`src/design/ncs_pkg.sv`:
```
// shared types and constants of the next k-combination stepper
`default_nettype none
package ncs_pkg;

   localparam int MAX_ELEMENTS = 16;
   localparam int ELEM_WIDTH   = 8;
   localparam int ADDR_W       = 4;
   localparam int CNT_W        = 5;

   typedef enum logic [0:0] {
      OP_LOAD    = 1'b0,
      OP_ADVANCE = 1'b1
   } op_type;

   typedef enum logic [0:0] {
      CSR_COMBO_SIZE    = 1'b0,
      CSR_ELEMENT_COUNT = 1'b1
   } csr_idx_type;

   typedef struct packed {
      op_type                  opcode;
      logic [ADDR_W-1:0]       position;
      logic [ELEM_WIDTH-1:0]   value;
   } req_type;

   typedef struct packed {
      logic [ELEM_WIDTH-1:0]   element;
      logic [ADDR_W-1:0]       index;
      logic                    is_last;
      logic                    has_next;
   } rsp_type;

   typedef struct packed {
      logic                    we;
      logic [ADDR_W-1:0]       waddr;
      logic [ELEM_WIDTH-1:0]   wdata;
      logic                    re;
      logic [ADDR_W-1:0]       raddr;
   } mem_req_type;

endpackage
`default_nettype wire

```
`src/design/next_k_combination_stepper_top.sv`:
```
// top level of the next k-combination stepper: csr, sequencer and two stores
// load: the write goes straight to the main store and a new request is taken each cycle while idle
// advance: the last response follows the scan, swap, two copy passes through scratch and
// emission (no swap on a wrap; degenerate sizes go straight to emission), plus stalls
// one request at a time; the last response may wait in its register while the next is taken
// reset: synchronous; combo_size 1, element_count 16, store contents kept (undefined)
`default_nettype none
module next_k_combination_stepper_top (
   input  wire                                 clock,
   input  wire                                 reset,
   input  wire                                 req_valid,
   output logic                                req_stall,
   input  ncs_pkg::req_type                    req_data,
   output logic                                rsp_valid,
   input  wire                                 rsp_stall,
   output ncs_pkg::rsp_type                    rsp_data,
   input  wire                                 csr_we,
   input  wire                                 csr_index,
   input  wire  [ncs_pkg::CNT_W-1:0]           csr_wdata
);

   // configuration registers
   logic [ncs_pkg::CNT_W-1:0] combo_size_ff,  combo_size_in;
   logic [ncs_pkg::CNT_W-1:0] elem_count_ff,  elem_count_in;
   // element count clamped to the store depth
   logic [ncs_pkg::CNT_W-1:0] elem_count_eff;

   // memory traffic between sequencer and the two stores
   ncs_pkg::mem_req_type           main_req;
   ncs_pkg::mem_req_type           scr_req;
   logic [ncs_pkg::ELEM_WIDTH-1:0] main_rd;
   logic [ncs_pkg::ELEM_WIDTH-1:0] scr_rd;

   always_comb begin
      combo_size_in = combo_size_ff;
      elem_count_in = elem_count_ff;
      if (csr_we) begin
         unique case (ncs_pkg::csr_idx_type'(csr_index))
            ncs_pkg::CSR_COMBO_SIZE:    combo_size_in = csr_wdata;
            ncs_pkg::CSR_ELEMENT_COUNT: elem_count_in = csr_wdata;
            default:                    combo_size_in = combo_size_ff;
         endcase
      end
   end

   always_ff @(posedge clock) begin
      if (reset) begin
         combo_size_ff <= ncs_pkg::CNT_W'(1);
         elem_count_ff <= ncs_pkg::CNT_W'(ncs_pkg::MAX_ELEMENTS);
      end else begin
         combo_size_ff <= combo_size_in;
         elem_count_ff <= elem_count_in;
      end
   end

   // counts beyond the store depth behave as the full depth
   assign elem_count_eff = (elem_count_ff > ncs_pkg::CNT_W'(ncs_pkg::MAX_ELEMENTS)) ?
                           ncs_pkg::CNT_W'(ncs_pkg::MAX_ELEMENTS) : elem_count_ff;

   // sequencer: scan for the pivot, swap, rotate via scratch, stream out entries
   ncs_seq u_seq (
      .clock      (clock),
      .reset      (reset),
      .combo_size (combo_size_ff),
      .elem_count (elem_count_eff),
      .req_valid  (req_valid),
      .req_stall  (req_stall),
      .req_data   (req_data),
      .rsp_valid  (rsp_valid),
      .rsp_stall  (rsp_stall),
      .rsp_data   (rsp_data),
      .main_req   (main_req),
      .main_rd    (main_rd),
      .scr_req    (scr_req),
      .scr_rd     (scr_rd)
   );

   // main sequence store, holds the combination and remainder
   ncs_ram u_main_ram (
      .clock   (clock),
      .mem_req (main_req),
      .rd_data (main_rd)
   );

   // scratch store, intermediate result between the two rotation passes
   ncs_ram u_scr_ram (
      .clock   (clock),
      .mem_req (scr_req),
      .rd_data (scr_rd)
   );

endmodule
`default_nettype wire

```
`src/design/ncs_ram.sv`:
```
// one-write one-read synchronous store with registered read data
`default_nettype none
module ncs_ram (
   input  wire                                 clock,
   input  ncs_pkg::mem_req_type                mem_req,
   output logic [ncs_pkg::ELEM_WIDTH-1:0]      rd_data
);

   logic [ncs_pkg::ELEM_WIDTH-1:0] store_ff [ncs_pkg::MAX_ELEMENTS];
   logic [ncs_pkg::ELEM_WIDTH-1:0] rd_data_ff;

   always_ff @(posedge clock) begin
      if (mem_req.we) begin
         store_ff[mem_req.waddr] <= mem_req.wdata;
      end
      // read data holds while no read is issued
      if (mem_req.re) begin
         rd_data_ff <= store_ff[mem_req.raddr];
      end
   end

   assign rd_data = rd_data_ff;

endmodule
`default_nettype wire

```
`src/design/ncs_seq.sv`:
```
// sequencer: scan, swap, two rotation passes through scratch, emission
`default_nettype none
module ncs_seq (
   input  wire                                 clock,
   input  wire                                 reset,
   input  wire  [ncs_pkg::CNT_W-1:0]           combo_size,
   input  wire  [ncs_pkg::CNT_W-1:0]           elem_count,
   input  wire                                 req_valid,
   output logic                                req_stall,
   input  ncs_pkg::req_type                    req_data,
   output logic                                rsp_valid,
   input  wire                                 rsp_stall,
   output ncs_pkg::rsp_type                    rsp_data,
   output ncs_pkg::mem_req_type                main_req,
   input  wire  [ncs_pkg::ELEM_WIDTH-1:0]      main_rd,
   output ncs_pkg::mem_req_type                scr_req,
   input  wire  [ncs_pkg::ELEM_WIDTH-1:0]      scr_rd
);

   typedef enum logic [3:0] {
      ST_IDLE,
      ST_LAST_WT,
      ST_SCAN_I,
      ST_SCAN_J,
      ST_SWAP_I,
      ST_SWAP_J,
      ST_COPY,
      ST_COPY_DR,
      ST_BACK,
      ST_BACK_DR,
      ST_EMIT_RD,
      ST_EMIT_WT
   } state_type;

   localparam int AW = ncs_pkg::ADDR_W;
   localparam int CW = ncs_pkg::CNT_W;
   localparam int EW = ncs_pkg::ELEM_WIDTH;

   state_type         state_ff,    state_in;
   logic [AW-1:0]     i_ff,        i_in;
   logic [AW-1:0]     j_ff,        j_in;
   logic [AW-1:0]     p_ff,        p_in;
   logic [AW-1:0]     src_ff,      src_in;
   logic [AW-1:0]     a_ff,        a_in;
   logic [AW-1:0]     bl_ff,       bl_in;
   logic [AW-1:0]     bm_ff,       bm_in;
   logic [AW-1:0]     e_ff,        e_in;
   logic [AW-1:0]     pipe_addr_ff, pipe_addr_in;
   logic              cp_vld_ff,   cp_vld_in;
   logic              bk_vld_ff,   bk_vld_in;
   logic              more_ff,     more_in;
   logic              rsp_vld_ff,  rsp_vld_in;
   logic [EW-1:0]     last_ff,     last_in;
   logic [EW-1:0]     vi_ff,       vi_in;
   logic [EW-1:0]     vj_ff,       vj_in;
   ncs_pkg::rsp_type  rsp_ff,      rsp_in;

   logic [CW-1:0]     n_m1;
   logic [CW-1:0]     mid_a;
   logic [CW-1:0]     m_b;
   logic [CW-1:0]     src_nx;
   logic              accept;
   logic              degenerate;

   assign req_stall  = (state_ff != ST_IDLE);
   assign accept     = req_valid && !req_stall;
   assign n_m1       = elem_count - CW'(1);
   assign degenerate = (elem_count < CW'(2)) || (combo_size == '0) ||
                       (combo_size >= elem_count);
   assign mid_a      = {1'b0, j_ff} + CW'(1);
   assign m_b        = combo_size + elem_count - {1'b0, j_ff} - CW'(1);
   assign src_nx     = {1'b0, src_ff} + CW'(1);

   always_comb begin
      state_in     = state_ff;
      i_in         = i_ff;
      j_in         = j_ff;
      p_in         = p_ff;
      src_in       = src_ff;
      a_in         = a_ff;
      bl_in        = bl_ff;
      bm_in        = bm_ff;
      e_in         = e_ff;
      pipe_addr_in = pipe_addr_ff;
      cp_vld_in    = 1'b0;
      bk_vld_in    = 1'b0;
      more_in      = more_ff;
      last_in      = last_ff;
      vi_in        = vi_ff;
      vj_in        = vj_ff;
      rsp_in       = rsp_ff;
      rsp_vld_in   = rsp_vld_ff && rsp_stall;
      main_req     = '0;
      scr_req      = '0;

      // write half of the copy passes, in the cycle after the read
      if (cp_vld_ff) begin
         scr_req.we    = 1'b1;
         scr_req.waddr = pipe_addr_ff;
         scr_req.wdata = main_rd;
      end
      if (bk_vld_ff) begin
         main_req.we    = 1'b1;
         main_req.waddr = pipe_addr_ff;
         main_req.wdata = scr_rd;
      end

      unique case (state_ff)
         ST_IDLE: begin
            if (accept) begin
               if (req_data.opcode == ncs_pkg::OP_LOAD) begin
                  main_req.we    = 1'b1;
                  main_req.waddr = req_data.position;
                  main_req.wdata = req_data.value;
               end else begin
                  e_in = '0;
                  if (elem_count == '0) begin
                     state_in = ST_IDLE;
                  end else if (degenerate) begin
                     more_in  = 1'b0;
                     state_in = ST_EMIT_RD;
                  end else begin
                     main_req.re    = 1'b1;
                     main_req.raddr = n_m1[AW-1:0];
                     i_in           = AW'(combo_size - CW'(1));
                     state_in       = ST_LAST_WT;
                  end
               end
            end
         end
         ST_LAST_WT: begin
            last_in        = main_rd;
            main_req.re    = 1'b1;
            main_req.raddr = i_ff;
            state_in       = ST_SCAN_I;
         end
         ST_SCAN_I: begin
            if (main_rd < last_ff) begin
               vi_in          = main_rd;
               j_in           = combo_size[AW-1:0];
               main_req.re    = 1'b1;
               main_req.raddr = combo_size[AW-1:0];
               state_in       = ST_SCAN_J;
            end else if (i_ff == '0) begin
               // no successor: rotate whole run left by combo_size
               more_in  = 1'b0;
               a_in     = '0;
               p_in     = '0;
               src_in   = '0;
               bl_in    = '0;
               bm_in    = combo_size[AW-1:0];
               state_in = ST_COPY;
            end else begin
               i_in           = i_ff - AW'(1);
               main_req.re    = 1'b1;
               main_req.raddr = i_ff - AW'(1);
            end
         end
         ST_SCAN_J: begin
            if ((vi_ff < main_rd) || ({1'b0, j_ff} == n_m1)) begin
               vj_in    = main_rd;
               state_in = ST_SWAP_I;
            end else begin
               j_in           = j_ff + AW'(1);
               main_req.re    = 1'b1;
               main_req.raddr = j_ff + AW'(1);
            end
         end
         ST_SWAP_I: begin
            main_req.we    = 1'b1;
            main_req.waddr = i_ff;
            main_req.wdata = vj_ff;
            state_in       = ST_SWAP_J;
         end
         ST_SWAP_J: begin
            main_req.we    = 1'b1;
            main_req.waddr = j_ff;
            main_req.wdata = vi_ff;
            more_in        = 1'b1;
            a_in           = i_ff + AW'(1);
            p_in           = i_ff + AW'(1);
            src_in         = (mid_a == elem_count) ? (i_ff + AW'(1)) : mid_a[AW-1:0];
            bl_in          = combo_size[AW-1:0];
            bm_in          = m_b[AW-1:0];
            state_in       = ST_COPY;
         end
         ST_COPY: begin
            main_req.re    = 1'b1;
            main_req.raddr = src_ff;
            cp_vld_in      = 1'b1;
            pipe_addr_in   = p_ff;
            src_in         = (src_nx == elem_count) ? a_ff : src_nx[AW-1:0];
            if ({1'b0, p_ff} == n_m1) begin
               state_in = ST_COPY_DR;
            end else begin
               p_in = p_ff + AW'(1);
            end
         end
         ST_COPY_DR: begin
            p_in     = a_ff;
            src_in   = bm_ff;
            state_in = ST_BACK;
         end
         ST_BACK: begin
            scr_req.re   = 1'b1;
            bk_vld_in    = 1'b1;
            pipe_addr_in = p_ff;
            if (p_ff < bl_ff) begin
               scr_req.raddr = p_ff;
            end else begin
               scr_req.raddr = src_ff;
               src_in        = (src_nx == elem_count) ? bl_ff : src_nx[AW-1:0];
            end
            if ({1'b0, p_ff} == n_m1) begin
               state_in = ST_BACK_DR;
            end else begin
               p_in = p_ff + AW'(1);
            end
         end
         ST_BACK_DR: begin
            e_in     = '0;
            state_in = ST_EMIT_RD;
         end
         ST_EMIT_RD: begin
            main_req.re    = 1'b1;
            main_req.raddr = e_ff;
            state_in       = ST_EMIT_WT;
         end
         ST_EMIT_WT: begin
            if (!rsp_vld_ff || !rsp_stall) begin
               rsp_vld_in       = 1'b1;
               rsp_in.element   = main_rd;
               rsp_in.index     = e_ff;
               rsp_in.is_last   = ({1'b0, e_ff} == n_m1);
               rsp_in.has_next  = more_ff;
               if ({1'b0, e_ff} == n_m1) begin
                  state_in = ST_IDLE;
               end else begin
                  e_in           = e_ff + AW'(1);
                  main_req.re    = 1'b1;
                  main_req.raddr = e_ff + AW'(1);
               end
            end
         end
         default: begin
            state_in = ST_IDLE;
         end
      endcase
   end

   always_ff @(posedge clock) begin
      if (reset) begin
         state_ff   <= ST_IDLE;
         cp_vld_ff  <= 1'b0;
         bk_vld_ff  <= 1'b0;
         rsp_vld_ff <= 1'b0;
         more_ff    <= 1'b0;
      end else begin
         state_ff   <= state_in;
         cp_vld_ff  <= cp_vld_in;
         bk_vld_ff  <= bk_vld_in;
         rsp_vld_ff <= rsp_vld_in;
         more_ff    <= more_in;
      end
      i_ff         <= i_in;
      j_ff         <= j_in;
      p_ff         <= p_in;
      src_ff       <= src_in;
      a_ff         <= a_in;
      bl_ff        <= bl_in;
      bm_ff        <= bm_in;
      e_ff         <= e_in;
      pipe_addr_ff <= pipe_addr_in;
      last_ff      <= last_in;
      vi_ff        <= vi_in;
      vj_ff        <= vj_in;
      rsp_ff       <= rsp_in;
   end

   assign rsp_valid = rsp_vld_ff;
   assign rsp_data  = rsp_ff;

endmodule
`default_nettype wire
```
`config.mk`:
```
export PLATFORM = sky130hd
export DESIGN_NAME = next_k_combination_stepper_top
export DESIGN_NICKNAME = d
export VERILOG_FILES = /design/src/design/ncs_pkg.sv /design/src/design/next_k_combination_stepper_top.sv /design/src/design/ncs_ram.sv /design/src/design/ncs_seq.sv
export SDC_FILE = /design/constraint.sdc
export NUM_CORES = 1
export LEC_CHECK = 0
export BUFFER_PORTS_ARGS = -buffer_cell sky130_fd_sc_hd__clkbuf_2
export CAP_MARGIN = 20
export CELL_PAD_IN_SITES_DETAIL_PLACEMENT = 0
export CELL_PAD_IN_SITES_GLOBAL_PLACEMENT = 1
export CORE_MARGIN = 2
export CORE_UTILIZATION = 53
export CTS_CLUSTER_DIAMETER = 100
export DETAILED_ROUTE_END_ITERATION = 6
export HOLD_SLACK_MARGIN = 0.03
export PLACE_DENSITY_LB_ADDON = 0.1
export SLEW_MARGIN = 25
export SYNTH_ARGS = -nofsm -noshare
export SYNTH_HDL_FRONTEND = slang
export SYNTH_SLANG_ARGS = --single-unit
export TNS_END_PERCENT = 5
```
`constraint.sdc`:
```
create_clock -name clock -period 4.3 [get_ports clock]
set_input_delay 0.86 -clock clock [delete_from_list [all_inputs] [get_ports clock]]
set_output_delay 0.86 -clock clock [all_outputs]
set_load 0.02 [all_outputs]
```
Word level (Yosys, flattened, before mapping)
Memories as Yosys holds them, arrays and structs flattened. A register that Yosys moved wholly into a read port is not among the register bits.
Index checks and enable logic that the tools add are counted.
Widths: inputs -> output; s select.
{"block": "totals", "romBits": 0, "latch_bits": 0, "in_bits": 24, "ram_bits": 256, "mem_count": 2, "ff_bits": 92, "output_inout_bits": 16}
{"block": "op_classes", "bitwise": 1, "n_lt_le_gt_ge": 6, "eq_ne": 35, "multipliers": 0, "div": 0, "muxes": 73, "shifts": 0, "n_reduce_logical": 35, "addsub": 12}
{"memory": "u_main_ram.store_ff", "depth": 16, "width": 8, "rd": 1, "rd_ports_with_merged_regs": 1, "wr": 1, "line_no": "ncs_ram.sv:9", "text": "logic [ncs_pkg::ELEM_WIDTH-1:0] store_ff [ncs_pkg::MAX_ELEMENTS];"}
{"memory": "u_scr_ram.store_ff", "depth": 16, "width": 8, "rd": 1, "rd_ports_with_merged_regs": 1, "wr": 1, "line_no": "ncs_ram.sv:9"}
{"cell": "$mux 4", "n": 33}
{"cell": "$mux 5", "n": 10}
{"cell": "$pmux 4 s12", "n": 1}
{"cell": "$pmux 4 s2", "n": 5}
{"cell": "$mux 13", "n": 3}
{"cell": "$pmux 13 s3", "n": 1}
{"cell": "$pmux 5 s7", "n": 1}
{"cell": "$pmux 4 s5", "n": 1}
{"cell": "$mux 18", "n": 1}
{"cell": "$ne 2x1->1 const B", "n": 9}
{"cell": "$ne 2x2->1 const B", "n": 9}
{"cell": "$add 4x1->4 const B", "n": 4}
{"cell": "$eq 4x3->1 const B", "n": 4}
{"cell": "$eq 4x4->1 const B", "n": 4}
{"cell": "$lt 8x8->1", "n": 2}
{"cell": "$pmux 4 s4", "n": 1}
{"cell": "$eq 4x5->1", "n": 3}
{"cell": "$mux 1", "n": 14}
{"cell": "$reduce_and 7->1", "n": 2}
{"cell": "$pmux 4 s3", "n": 1}
{"cell": "$sub 4x1->4 const B", "n": 3}
{"cell": "$add 4x1->5 const B", "n": 2}
{"cell": "$eq 5x5->1", "n": 2}
{"cell": "$logic_not 5->1", "n": 2}
{"cell": "other kinds (26)", "n": 44}

Longest topological paths before layout
Gate-level depths: netlist of run 1.
{"block": "depth", "ltp_word": 12, "mapped_depth": 17}

Cells and area by module
Synthesis of run 1 repeated with hierarchy kept, for this count alone.
{"block": "unflattened", "hier_cells": 1049, "area_unflattened_um2": 16458.3}
{"module": "ncs_ram", "area_each_um2": 5227.5, "cells_each": 229, "seq_area_each_um2": 4083.9, "n_inst": 2}
{"module": "ncs_seq", "area_each_um2": 5557.8, "cells_each": 546, "seq_area_each_um2": 2382.3, "n_inst": 1}
{"module": "next_k_combination_stepper_top", "area_each_um2": 445.4, "cells_each": 45, "seq_area_each_um2": 200.2, "n_inst": 1}

Worst setup path before layout of run 1
Ideal clock, no wire load.
{"block": "synth_path", "path_type": "reg-to-reg", "from": "register u_seq.state_ff[0]", "to": "register u_main_ram.rd_data_ff (netlist bit u_main_ram.rd_data[6]) (read register of u_main_ram.store_ff) (data pin)", "setup_slack_ns": 0.776, "setup_time_ns": 0.272, "t_arrival_ns": 3.252, "path_stages_with_launch": 10, "cell_sequence": "dfxtp_1 > buf_2 > nand4_1 > a21oi_1 > nand2b_1 > o221a_1 > buf_6 > mux2_4 > a22o_1 > or4_1"}
{"block": "synth_between", "elab_chain_cells": 5, "elab_cells_between_ends": 12}
{"item": "from (decl)", "line_no": "ncs_seq.sv:39", "text": "state_type state_ff, state_in;"}
{"item": "from (signal assigned)", "line_no": "ncs_seq.sv:259", "text": "state_ff <= state_in;"}
{"item": "$reduce_bool 4->1", "line_no": "ncs_seq.sv:65", "text": "assign req_stall = (state_ff != ST_IDLE);"}
{"item": "$logic_not 1->1", "line_no": "ncs_seq.sv:66", "text": "assign accept = req_valid && !req_stall;"}
{"item": "$logic_and 1x1->1", "line_no": "ncs_seq.sv:66"}
{"item": "$mux 18", "line_no": "ncs_seq.sv:110", "text": "if (accept) begin"}
{"item": "$pmux 5 s7 *", "line_no": "ncs_seq.sv:108", "text": "unique case (state_ff)"}
{"item": "to (decl)", "line_no": "ncs_ram.sv:10", "text": "logic [ncs_pkg::ELEM_WIDTH-1:0] rd_data_ff;"}
Mark *: on every way between the ends. The rest lies on a longest branch, timed or not.
A chain may end at the register's enable or synchronous reset.

Worst setup path in the final report of run 1
{"block": "layout_path", "from": "register elem_count_ff[4] (netlist name)", "to": "register u_main_ram.rd_data_ff (netlist bit u_main_ram.rd_data[5]) (read register of u_main_ram.store_ff) (data pin)"}
{"block": "layout_between", "elab_chain_cells": 10, "elab_cells_between_ends": 19}
{"item": "from (decl)", "line_no": "next_k_combination_stepper_top.sv:24", "text": "logic [ncs_pkg::CNT_W-1:0] elem_count_ff, elem_count_in;"}
{"item": "from (signal assigned)", "line_no": "next_k_combination_stepper_top.sv:49", "text": "elem_count_ff <= ncs_pkg::CNT_W'(ncs_pkg::MAX_ELEMENTS);"}
{"item": "from (signal assigned)", "line_no": "next_k_combination_stepper_top.sv:52", "text": "elem_count_ff <= elem_count_in;"}
{"item": "$gt 5x5->1", "line_no": "next_k_combination_stepper_top.sv:57", "text": "assign elem_count_eff = (elem_count_ff > ncs_pkg::CNT_W'(ncs_pkg::MAX_ELEMENTS)) ?"}
{"item": "$mux 5 *", "line_no": "next_k_combination_stepper_top.sv:57"}
{"item": "$lt 5x2->1", "line_no": "ncs_seq.sv:68", "text": "assign degenerate = (elem_count < CW'(2)) || (combo_size == '0) ||"}
{"item": "$logic_or 1x1->1 (2 in a row)", "line_no": "ncs_seq.sv:68"}
{"item": "$mux 5", "line_no": "ncs_seq.sv:119", "text": "end else if (degenerate) begin"}
{"item": "$mux 5", "line_no": "ncs_seq.sv:117", "text": "if (elem_count == '0) begin"}
{"item": "$mux 5", "line_no": "ncs_seq.sv:111", "text": "if (req_data.opcode == ncs_pkg::OP_LOAD) begin"}
{"item": "$mux 18", "line_no": "ncs_seq.sv:110"}
{"item": "$pmux 5 s7 *", "line_no": "ncs_seq.sv:108"}
Marks and branches as above.

==> impl_metrics.yaml, run 1 <==
finish:
  diodes: 0
  multiInputGateArea_um2: 5340
  seq_area_um2: 10800
  area_growth_pct: 13.2
  drive_above_1_share_pct: 16.2
  n_fill_cell: 2426
  fin_nets: 1355
grt:
  antenna_found_initial: 1
  grt_pass1_vias: 10100
  grt_max_degree: 65
  grt_pass1_wl_mm: 63.5
  grt.total_usage_pct: 25.8
  grt-ovfl-total: 0
synth:
  synth.most_common_cell: "edfxtp_1"
  yosys-top-cells-count: "edfxtp_1 (346), nand2_1 (128), mux2i_1 (81), nor2_1 (81), a21oi_1 (40)"
  seq_area_frac_synth_pct: 65.4
  synthesis.area_um2: 16400
  synth-seq-cells: 364
  avgSynthCellArea_um2: 13.7
  yosys_most_used_dff: "edfxtp_1"
  synthesis.nets: 1262
  synth_edf_count: 346
  synth_area_leaders: "edfxtp_1 (63%), mux2i_1 (4.9%), nand2_1 (2.9%), ha_1 (2.5%), dfxtp_1 (2.2%)"
  yosysWarnings: 0
  syn-instance-count: 1201
  synthArstFlopShare_pct: 0
  yosysTopAreaCellShare_pct: 63.2
  yosysUniqueCellTypes: 84
  synth_area_leader_cell: "edfxtp_1"
setup_path:
  path_cells: "inv_2 -> nand2_1 -> ha_1 -> xnor2_4 -> xnor2_1 -> o41a_2 -> nand2_1 -> o221a_4 -> buf_4 -> mux2i_1 -> o22a_1 -> nand4_1"
  crit_family: "compound AO/OA/AOI/OAI gates"
  crit_arrival_ns: 4.28
  worst_path_most_repeated_cell: "nand2_1"
  crit_path_end_kind: "flop"
  worst-path-stages: 12
  cp.buffers_inverters: 2
  cp-start-kind: "flop"
  reg2reg_depth: 12
  worst_path_max_delay_cell: "dfxtp_1"
  required_ns: 4.54
  critPathKind: "reg2reg"
  crit_fanout: 22
  slowest_delay_ns: 0.56
  rrSetupSlack_ns: 0.26
clocking:
  cts_resized: 0
  htree_levels: 2
  clk_latency_ns: 0.53
  cts_tree: "yes"
  cts_root_buffer: "clkbuf_16"
  post_cts_buffers: 0
  cts_buffer_depth: 3
  clk_pin_slew_ns: 0.06
  cts_num_sinks: 364
  hold_buffers: 0
  cts_inserted_buffers: 39
sta:
  hold_ws_ns: 0.437
  setup_tns_ns: 0
  tightestPinTransition_ns: 0.927
  rsz0062_at_grt: "no"
  min_period_over_period_pct: 94.0
  period_minus_slack_ns: 4.04
  drv_slew: 0
  max_freq_mhz: 247
  finClkSkew_ns: 0.0193
  slew-limit-headroom_pct: 37.6
  finalSetupViolCount: 0
  setup_slack_ns: 0.260
  hold_viol_final: 0
flow_run:
  max-cap-violations: 0
routing:
  num_vias: 10400
  routedWlPerCell_um: 24.2
  firstDrtPassIters: 7
  totalWireLength_mm: 41.6
  drc: 1
  final_antenna_net_count: 0
  dr.first_iter.drc_count: 1163
  vias_per_cell: 6.07
placement:
  portBuffers: 39
  place.gp.congestion: 0.915
  pre_cts_slack_ns: 0.303
  hpwlAfterDp_mm: 29.3
floorplan:
  core_area_um2: 30600
  die_h_um: 180
  placementRows: 64
  fp.dieW_um: 180
  io_pins: 40
  die_area_um2: 32500
  start_util_pct: 53.8
status:
  violations: "design-rule violations"
  outcome: "finished with violations"
power:
  p_seq_share_pct: 40.2
  ir_drop_v: 0.000342
  switching_share_pct: 34.9
  power_density_nw_per_um2: 663
  combPwrFrac_pct: 34.8
  p_int_uw: 8030
  p_sw_uw: 4310
  p_clk_share_pct: 25.0
  cellLeakagePower_uw: 0.00684
hold_path:
  holdPathStages: 0
  hp-class: "reg2reg"
-- stage by stage --
stage / instances / util (%) / power (µW) / area, µm²
after detailed placement: 1649 / 57.0 / 9250 / 17400
after floorplan: 1201 / - / 7740 / 16400
after global routing: 1717 / 60.8 / 12900 / 18600
final: 1717 / 60.8 / 12300 / 18600
after CTS: 1717 / 60.8 / 12300 / 18600
after global placement: 1649 / 57.0 / 9200 / 17400
-- sequential cells by signal (all words and copies together), names as in the netlist, 8 cells and up --
register and flops:
u_scr_ram.store_ff 128, u_seq.vi_ff 8, u_seq.last_ff 8, u_main_ram.store_ff 128, u_scr_ram.rd_data 8, u_seq.rsp_data 14, u_seq.vj_ff 8, u_main_ram.rd_data 8
-- layout by cell type, fill, tap and decap left out, drive strengths merged, types with 25 or more instances in the layout --
cell type  synthesis  final
edfxtp           346    346
nand2            129    129
clkbuf            38     90
mux2i             82     82
nor2              81     81
buf               16     67
a21oi             42     42
inv               38     40
ha                33     33
a32oi             32     32
o21ai             26     26
mux2              25     25
-- worst paths after layout --
path / start / endpoint
hold / removal: u_seq.more_ff$_SDFFE_PP0P_ / u_seq.rsp_data[0]$_DFFE_PP_
hold reg to reg: u_seq.more_ff$_SDFFE_PP0P_ / u_seq.rsp_data[0]$_DFFE_PP_
setup / recovery: elem_count_ff[4]$_SDFFE_PP1P_ / u_main_ram.rd_data[5]$_DFFE_PP_
setup reg to reg: elem_count_ff[4]$_SDFFE_PP1P_ / u_main_ram.rd_data[5]$_DFFE_PP_
-- power groups by stage --
| stage | registers [µW] | clock network [µW] | logic [µW] |
|---|---|---|---|
| global route | 5000 | 3270 | 4660 |
| global placement | 5020 | 0 | 4180 |
| finish | 4970 | 3080 | 4290 |
| floorplan | 4840 | 0 | 2900 |
| detailed placement | 5020 | 0 | 4230 |
| CTS | 4960 | 3130 | 4250 |
-- cell type report --
class                   instances  share of cell area [%]
multi-input cells             744                    28.7
well taps                     396                    2.66
repair buffers                106                    3.89
clock buffers                  51                    5.49
flip-flops and latches        364                    57.8
clock inverters                17                   0.719
inverters                      39                   0.786
-- cells by family after synthesis --
kind of cell / Yosys count / share of synthesized area [%]
DFF: 364 / 65.4
and+or+nand+nor: 355 / 10.7
AOI/OAI and AO/OA: 207 / 9.50
muxes: 107 / 6.75
adders and majority gates: 37 / 3.00
xor gates and xnor gates: 38 / 2.27
buffers and inverters: 93 / 2.37
-- metal layers --
metal / global-route usage [%] / share of wire, % / vias to the layer above
met2: 38.6 / 45 / 407
li1: - / - / 4802
met3: 5.11 / 7.6 / 82
met1: 38.3 / 45 / 5125
met5: 0 / 0 / -
met4: 8.32 / 3.1 / 0
(Power assumes the default switching activity.)
==> run 2, diff against run 1 <==
--- a/config.mk
+++ b/config.mk
@@ -5,12 +5,13 @@
 export SDC_FILE = /design/constraint.sdc
 export NUM_CORES = 1
 export LEC_CHECK = 0
+export ABC_AREA = 1
 export BUFFER_PORTS_ARGS = -buffer_cell sky130_fd_sc_hd__clkbuf_2
 export CAP_MARGIN = 20
 export CELL_PAD_IN_SITES_DETAIL_PLACEMENT = 0
 export CELL_PAD_IN_SITES_GLOBAL_PLACEMENT = 1
 export CORE_MARGIN = 2
-export CORE_UTILIZATION = 53
+export CORE_UTILIZATION = 50
 export CTS_CLUSTER_DIAMETER = 100
 export DETAILED_ROUTE_END_ITERATION = 6
 export HOLD_SLACK_MARGIN = 0.03
==> run 2 against run 1 <==
  * Routed wire length grew 7.0%
  * Count of clock-buffer cells in the layout is 5 higher
  * Largest power group unchanged
  * First-iteration DRC count fell by 9.5%
  * Synthesized cell count is 40% higher
  * The flow now finishes without violations
==> impl_metrics.yaml, run 2 <==
finish:
  area_growth_pct: 11.3
  final_cell_mix: "edfxtp_1 (346), nand2_1 (305), inv_1 (281)"
  drive_above_1_share_pct: 10.2
  n_fill_cell: 3064
  final_common_cell: "edfxtp_1"
  multiInputGateArea_um2: 5360
  fin_nets: 1802
  utilization_pct: 56.5
  diodes: 0
  seq_area_um2: 10800
synth:
  yosysTopAreaCellShare_pct: 59.2
  synth_area_leaders: "edfxtp_1 (59%), nand2_1 (6.5%), nand3_1 (6.1%), inv_1 (6.0%), o211ai_1 (3.1%)"
  synthesis.nets: 1744
  avgSynthCellArea_um2: 10.4
  seq_area_frac_synth_pct: 61.3
  synthesis.area_um2: 17500
  synth.most_common_cell: "edfxtp_1"
  syn-instance-count: 1683
  synth_edf_count: 346
  synth_area_leader_cell: "edfxtp_1"
  yosys_most_used_dff: "edfxtp_1"
  yosys-top-cells-count: "edfxtp_1 (346), nand2_1 (305), inv_1 (281)"
  synthArstFlopShare_pct: 0
  synth-seq-cells: 364
  yosysUniqueCellTypes: 58
  yosysWarnings: 0
sta:
  drv_slew: 0
  hold_viol_final: 0
  setup_tns_ns: 0
  finClkSkew_ns: 0.0187
  slew-limit-headroom_pct: 33.6
  finalSetupViolCount: 0
  tightestPinTransition_ns: 0.992
  min_period_over_period_pct: 88.6
  max_freq_mhz: 262
  rsz0062_at_grt: "no"
  period_minus_slack_ns: 3.81
placement:
  portBuffers: 39
  place.gp.congestion: 0.935
  hpwlAfterDp_mm: 30.8
clocking:
  hold_buffers: 0
  cts_tree: "yes"
  clk_pin_slew_ns: 0.06
  htree_levels: 2
  cts_buffer_depth: 3
  cts_resized: 0
  cts_num_sinks: 364
  cts_root_buffer: "clkbuf_16"
  clk_latency_ns: 0.53
  post_cts_buffers: 0
  cts_inserted_buffers: 41
grt:
  use_met3_pct: 3.60
  grt_use_met1_pct: 33.4
  grt.total_usage_pct: 24.9
  grt_pass1_wl_mm: 68.9
  grt_max_degree: 65
  grt_pass1_vias: 12000
  busiest_layer: "met2"
  grt-ovfl-total: 0
  gr-usage-met2_pct: 42.4
  antenna_found_initial: 0
setup_path:
  critPathKind: "reg2reg"
  critPathLaunch: "elem_count_ff[2]$_SDFFE_PP0P_"
  crit_arrival_ns: 4.20
  reg2reg_to: "u_main_ram.rd_data[4]$_DFFE_PP_"
  required_ns: 4.69
  cp-start-kind: "flop"
  crit_fanout: 19
  reg2reg_depth: 21
  timing.rr.start: "elem_count_ff[2]$_SDFFE_PP0P_"
  critPathCapture: "u_main_ram.rd_data[4]$_DFFE_PP_"
  rrSetupSlack_ns: 0.49
  crit_path_end_kind: "flop"
floorplan:
  placementRows: 68
  die_area_um2: 36600
  core_area_um2: 34500
  die_h_um: 191
  start_util_pct: 50.8
  fp.dieW_um: 191
  io_pins: 40
power:
  p_int_uw: 8050
  switching_share_pct: 38.7
  cellLeakagePower_uw: 0.00806
  p_sw_uw: 5080
  power_density_nw_per_um2: 672
  ir_drop_v: 0.000458
  p_clk_share_pct: 24.6
  p_seq_share_pct: 39.3
  combPwrFrac_pct: 36.1
  p_total_uw: 13100
routing:
  firstDrtPassIters: 5
  totalWireLength_mm: 44.5
  drc: 0
  routedWlPerCell_um: 20.0
  final_antenna_net_count: 0
  vias_per_cell: 5.49
  num_vias: 12200
  dr.first_iter.drc_count: 1053
hold_path:
  hp-class: "reg2reg"
flow_run:
  max-cap-violations: 0
status:
  outcome: "completed"
## run 2: worst max-delay path, cell delays in order, from the launching register on
cell     delay (ns)
dfxtp_1        0.33
nor2_2         0.23
nand2_1        0.16
nand2_1        0.08
nand2_1        0.15
ha_1           0.42
inv_1          0.10
nand2_1        0.05
nand2_1        0.07
nand4_1        0.08
nor2_1         0.14
nand3_2        0.13
nand3_1        0.09
nand2_1        0.05
nor2_1         0.17
inv_1          0.08
nor2_2         0.58
buf_4          0.38
nand3_1        0.12
nand3_1        0.10
nand3_1        0.08
nand2_1        0.07
## run 2: worst min path at each step
stage / startpoint / to / cells past startpoint
3_5_place_dp: u_seq.more_ff$_SDFFE_PP0P_ / u_seq.rsp_data[0]$_DFFE_PP_ / 0
6_report: u_seq.more_ff$_SDFFE_PP0P_ / u_seq.rsp_data[0]$_DFFE_PP_ / 0
3_3_place_gp: u_seq.more_ff$_SDFFE_PP0P_ / u_seq.rsp_data[0]$_DFFE_PP_ / 0
2_1_floorplan: u_seq.more_ff$_SDFFE_PP0P_ / u_seq.rsp_data[0]$_DFFE_PP_ / 0
4_1_cts: u_seq.more_ff$_SDFFE_PP0P_ / u_seq.rsp_data[0]$_DFFE_PP_ / 0
5_1_grt: u_seq.more_ff$_SDFFE_PP0P_ / u_seq.rsp_data[0]$_DFFE_PP_ / 0
## run 2: metal layers
metal,vias up,share of wire (%)
li1,5875,-
met1,5925,44
met2,329,49
met3,74,4.9
met4,0,2.4
met5,-,0
## run 2: per-stage QoR
stage	std cells	hold WS, ns	cell area (µm²)	setup WS, ns
after floorplan	1683	0.402	17500	1.23
after global placement	2152	0.429	18300	0.569
after detailed placement	2152	0.440	18300	0.535
after CTS	2223	0.456	19500	0.468
after global routing	2224	0.483	19500	0.131
final	2224	0.453	19500	0.488
## run 2: power groups by stage
stage               Sequential [µW]  Clock [µW]  Combinational (µW)
floorplan                      5010           0                3270
global placement               5210           0                4690
detailed placement             5210           0                4720
CTS                            5150        3300                4740
global route                   5200        3420                5260
finish                         5160        3230                4740
## run 2: final cells by class
| cell class | instances | area share, % |
|---|---|---|
| Timing Repair Buffer | 75 | 2.74 |
| Clock buffer | 56 | 5.54 |
| Multi-Input combinational cell | 967 | 27.4 |
| Tap cell | 455 | 2.92 |
| Inverter | 292 | 5.63 |
| Clock inverter | 15 | 0.673 |
| Sequential cell | 364 | 55.1 |
## run 2: kinds of logic (layout without fill, tap and decap cells)
family                   after synthesis  in the layout  synth area share, %
AO/OA/AOI/OAI                        193            193                 7.24
XOR/XNOR                              25             25                 1.25
adder cells (fa/ha/maj)               37             37                 2.81
buffers and inverters                352            438                 8.26
flip-flops                           364            364                 61.3
multiplexers                           1              1               0.0570
AND/OR/NAND/NOR                      711            711                 19.1
==> run 3, diff against run 2 <==
--- a/config.mk
+++ b/config.mk
@@ -11,7 +11,8 @@
 export CELL_PAD_IN_SITES_DETAIL_PLACEMENT = 0
 export CELL_PAD_IN_SITES_GLOBAL_PLACEMENT = 1
 export CORE_MARGIN = 2
-export CORE_UTILIZATION = 50
+export CORE_UTILIZATION = 51
+export CTS_BUF_LIST = sky130_fd_sc_hd__clkbuf_4
 export CTS_CLUSTER_DIAMETER = 100
 export DETAILED_ROUTE_END_ITERATION = 6
 export HOLD_SLACK_MARGIN = 0.03
@@ -19,5 +20,6 @@
 export SLEW_MARGIN = 25
 export SYNTH_ARGS = -nofsm -noshare
 export SYNTH_HDL_FRONTEND = slang
+export SYNTH_HIERARCHICAL = 1
 export SYNTH_SLANG_ARGS = --single-unit
 export TNS_END_PERCENT = 5
==> run 3 against run 2 <==
  * Global-route usage increased by 1.8 points
  * Clock power fell by 9.0%
  * Die area shrank 0.72%
  * Combinational power decreased by 15%
  * Synthesized cell count rose by 11%
  * Final cell count rose by 12%
  * Count of clock-buffer cells in the layout rose by 77
  * Synthesized area increased by 1.3%
  * Final area increased by 0.35%
  * Largest power group unchanged
==> impl_metrics.yaml, run 3 <==
status:
  outcome: "completed"
synth:
  synth-seq-cells: 364
  synth_edf_count: 346
  yosysUniqueCellTypes: 45
  synth.most_common_cell: "nand2_1"
  yosysTopAreaCellShare_pct: 58.5
  yosys_most_used_dff: "edfxtp_1"
  syn-instance-count: 1866
  avgSynthCellArea_um2: 9.52
  synthesis.area_um2: 17800
  yosysWarnings: 6
  yosys-top-cells-count: "nand2_1 (511), edfxtp_1 (346), inv_1 (315)"
  synth_area_leaders: "edfxtp_1 (58%), nand2_1 (11%), nand3_1 (6.8%), inv_1 (6.7%), nor2_1 (2.7%)"
  synthArstFlopShare_pct: 0
  synth_area_leader_cell: "edfxtp_1"
  seq_area_frac_synth_pct: 60.5
  synthesis.nets: 1926
finish:
  drive_above_1_share_pct: 13.0
  final_cell_count_no_fill: 2487
  final_cell_mix: "nand2_1 (511), edfxtp_1 (346), inv_1 (315)"
  area_growth_pct: 10.3
  final_common_cell: "nand2_1"
  fin_nets: 2029
  utilization_pct: 56.9
floorplan:
  fp.dieW_um: 191
  die_h_um: 191
  start_util_pct: 51.6
  core_area_um2: 34500
  io_pins: 40
  die_area_um2: 36300
  placementRows: 68
flow_run:
  max-cap-violations: 0
routing:
  final_antenna_net_count: 0
  firstDrtPassIters: 5
  wl_met1_mm: 21.1
  route.met2.wl_mm: 21.7
  num_vias: 13100
  top_layer: "met4"
  dr.first_iter.drc_count: 1090
  drc: 0
  vias_per_cell: 5.27
  met3_wirelength_mm: 3.50
  totalWireLength_mm: 47.6
  routedWlPerCell_um: 19.1
power:
  p_int_uw: 7290
  p_seq_share_pct: 41.0
  combPwrFrac_pct: 34.2
  power_density_nw_per_um2: 604
  switching_share_pct: 38.4
  ir_drop_v: 0.000478
  p_sw_uw: 4550
  cellLeakagePower_uw: 0.00863
  p_clk_share_pct: 24.8
placement:
  placed_cells: 2330
  hpwlAfterDp_mm: 32.6
  portBuffers: 39
  pre_cts_slack_ns: 0.229
  place.gp.congestion: 0.960
clocking:
  cts_buffer_depth: 3
  cts_tree: "yes"
  hold_buffers: 0
  post_cts_buffers: 0
  cts_inserted_buffers: 92
  cts_resized: 0
  clk_latency_ns: 0.80
  cts_root_buffer: "clkbuf_4"
  clk_pin_slew_ns: 0.06
  htree_levels: 3
  cts_num_sinks: 364
setup_path:
  worst_path_most_repeated_cell: "nand3_1"
  crit_path_end_kind: "flop"
  cp.buffers_inverters: 4
  cp-start-kind: "flop"
  worst_path_max_delay_cell: "dfxtp_1"
  path_cells: "nor2_2 -> inv_2 -> ha_1 -> nand2_1 -> inv_1 -> o21bai_1 -> nand2_1 -> nor2_1 -> nand3_1 -> inv_1 -> nand3_1 -> nor2_1 -> nor2_1 -> nand3_2 -> buf_6 -> nand2_1 -> nand3_1 -> nand3_1 -> nand3_1 -> nand2_1"
  slowest_delay_ns: 0.41
  crit_family: "simple AND/OR/NAND/NOR gates"
  crit_fanout: 64
  critPathKind: "reg2reg"
  crit_arrival_ns: 4.32
  required_ns: 4.81
sta:
  tightestPinTransition_ns: 0.882
  drv_slew: 0
  hold_viol_final: 0
  min_period_over_period_pct: 88.6
  setup_tns_ns: 0
  slew-limit-headroom_pct: 41.0
  max_freq_mhz: 263
  finClkSkew_ns: 0.0567
  period_minus_slack_ns: 3.81
  finalSetupViolCount: 0
  setup_slack_ns: 0.492
  rsz0062_at_grt: "no"
grt:
  grt-ovfl-total: 0
  grt_pass1_vias: 12300
  grt.total_usage_pct: 26.6
  grt_pass1_wl_mm: 71.6
  antenna_found_initial: 2
  grt_max_degree: 65
hold_path:
  hp-class: "in2reg"
==> run 3: changes by cell type after synthesis, moves of 17 or more <==
| cell | change |
|---|---|
| clkbuf_1 | -17 |
| nand2_1 | +206 |
| nor2_1 | +35 |
| nand3_1 | +29 |
| o211ai_1 | -70 |
| inv_1 | +34 |
| nand3b_1 | -23 |
==> run 3: path summary, 6_finish.rpt <==
path | depth (start not counted) | startpoint | slack (ns) | to
hold reg to reg | 2 | elem_count_ff[3]$_SDFFE_PP0P_ | 0.51 | elem_count_ff[3]$_SDFFE_PP0P_
hold / removal | 3 | csr_wdata[4] | 0.31 | elem_count_ff[4]$_SDFFE_PP1P_
setup / recovery | 20 | elem_count_ff[4]$_SDFFE_PP1P_ | 0.49 | u_main_ram/rd_data[5]$_DFFE_PP_
setup reg to reg | 20 | elem_count_ff[4]$_SDFFE_PP1P_ | 0.49 | u_main_ram/rd_data[5]$_DFFE_PP_
==> run 3: final cells by class <==
class / instances / area (µm²)
inverters: 331 / 1250
clock buffers: 133 / 998
repair buffers: 72 / 459
fillers: 3154 / 14900
well taps: 455 / 569
diodes: 4 / 10.0
flip-flops and latches: 364 / 10800
multi-input cells: 1108 / 5390
clock inverters: 20 / 168
==> run 3: stage by stage <==
stage | area (µm²) | hold WS [ns] | power (µW)
final | 19600 | 0.308 | 11800
after global placement | 18400 | 0.463 | 8910
after CTS | 19600 | 0.223 | 11900
after detailed placement | 18400 | 0.460 | 8940
after global routing | 19600 | 0.221 | 12600
after floorplan | 17800 | 0.409 | 7600
==> run 3: layer usage <==
| layer | track usage (%) | vias to the layer above |
|---|---|---|
| li1 | - | 6367 |
| met1 | 37.8 | 6165 |
| met5 | 0 | - |
| met4 | 9.51 | 0 |
| met2 | 40.9 | 491 |
| met3 | 5.30 | 75 |
==> run 3: power by group through the flow <==
stage | Sequential (µW) | Combinational (µW) | Clock, µW
6_report | 4850 | 4050 | 2940
3_3_place_gp | 4910 | 4000 | 0
2_1_floorplan | 4770 | 2830 | 0
4_1_cts | 4840 | 4040 | 3030
5_1_grt | 4880 | 4480 | 3220
3_5_place_dp | 4920 | 4020 | 0
==> run 3: cells by family after synthesis <==
group	count (synthesis)	share of synthesized area (%)
xor+xnor	17	0.838
fa+ha+maj	36	2.70
simple gates	957	23.4
compound gates	98	3.32
buf+inv	394	9.27
flops	364	60.5
==> run 3: worst register-to-register path, stage by stage, from the launching register on <==
cell,delay (ns)
dfxtp_1,0.41
nor2_2,0.35
inv_2,0.18
ha_1,0.34
nand2_1,0.08
inv_1,0.04
o21bai_1,0.11
nand2_1,0.06
nor2_1,0.13
nand3_1,0.19
inv_1,0.15
nand3_1,0.18
nor2_1,0.17
nor2_1,0.07
nand3_2,0.10
buf_6,0.41
nand2_1,0.15
nand3_1,0.11
nand3_1,0.12
nand3_1,0.12
nand2_1,0.06
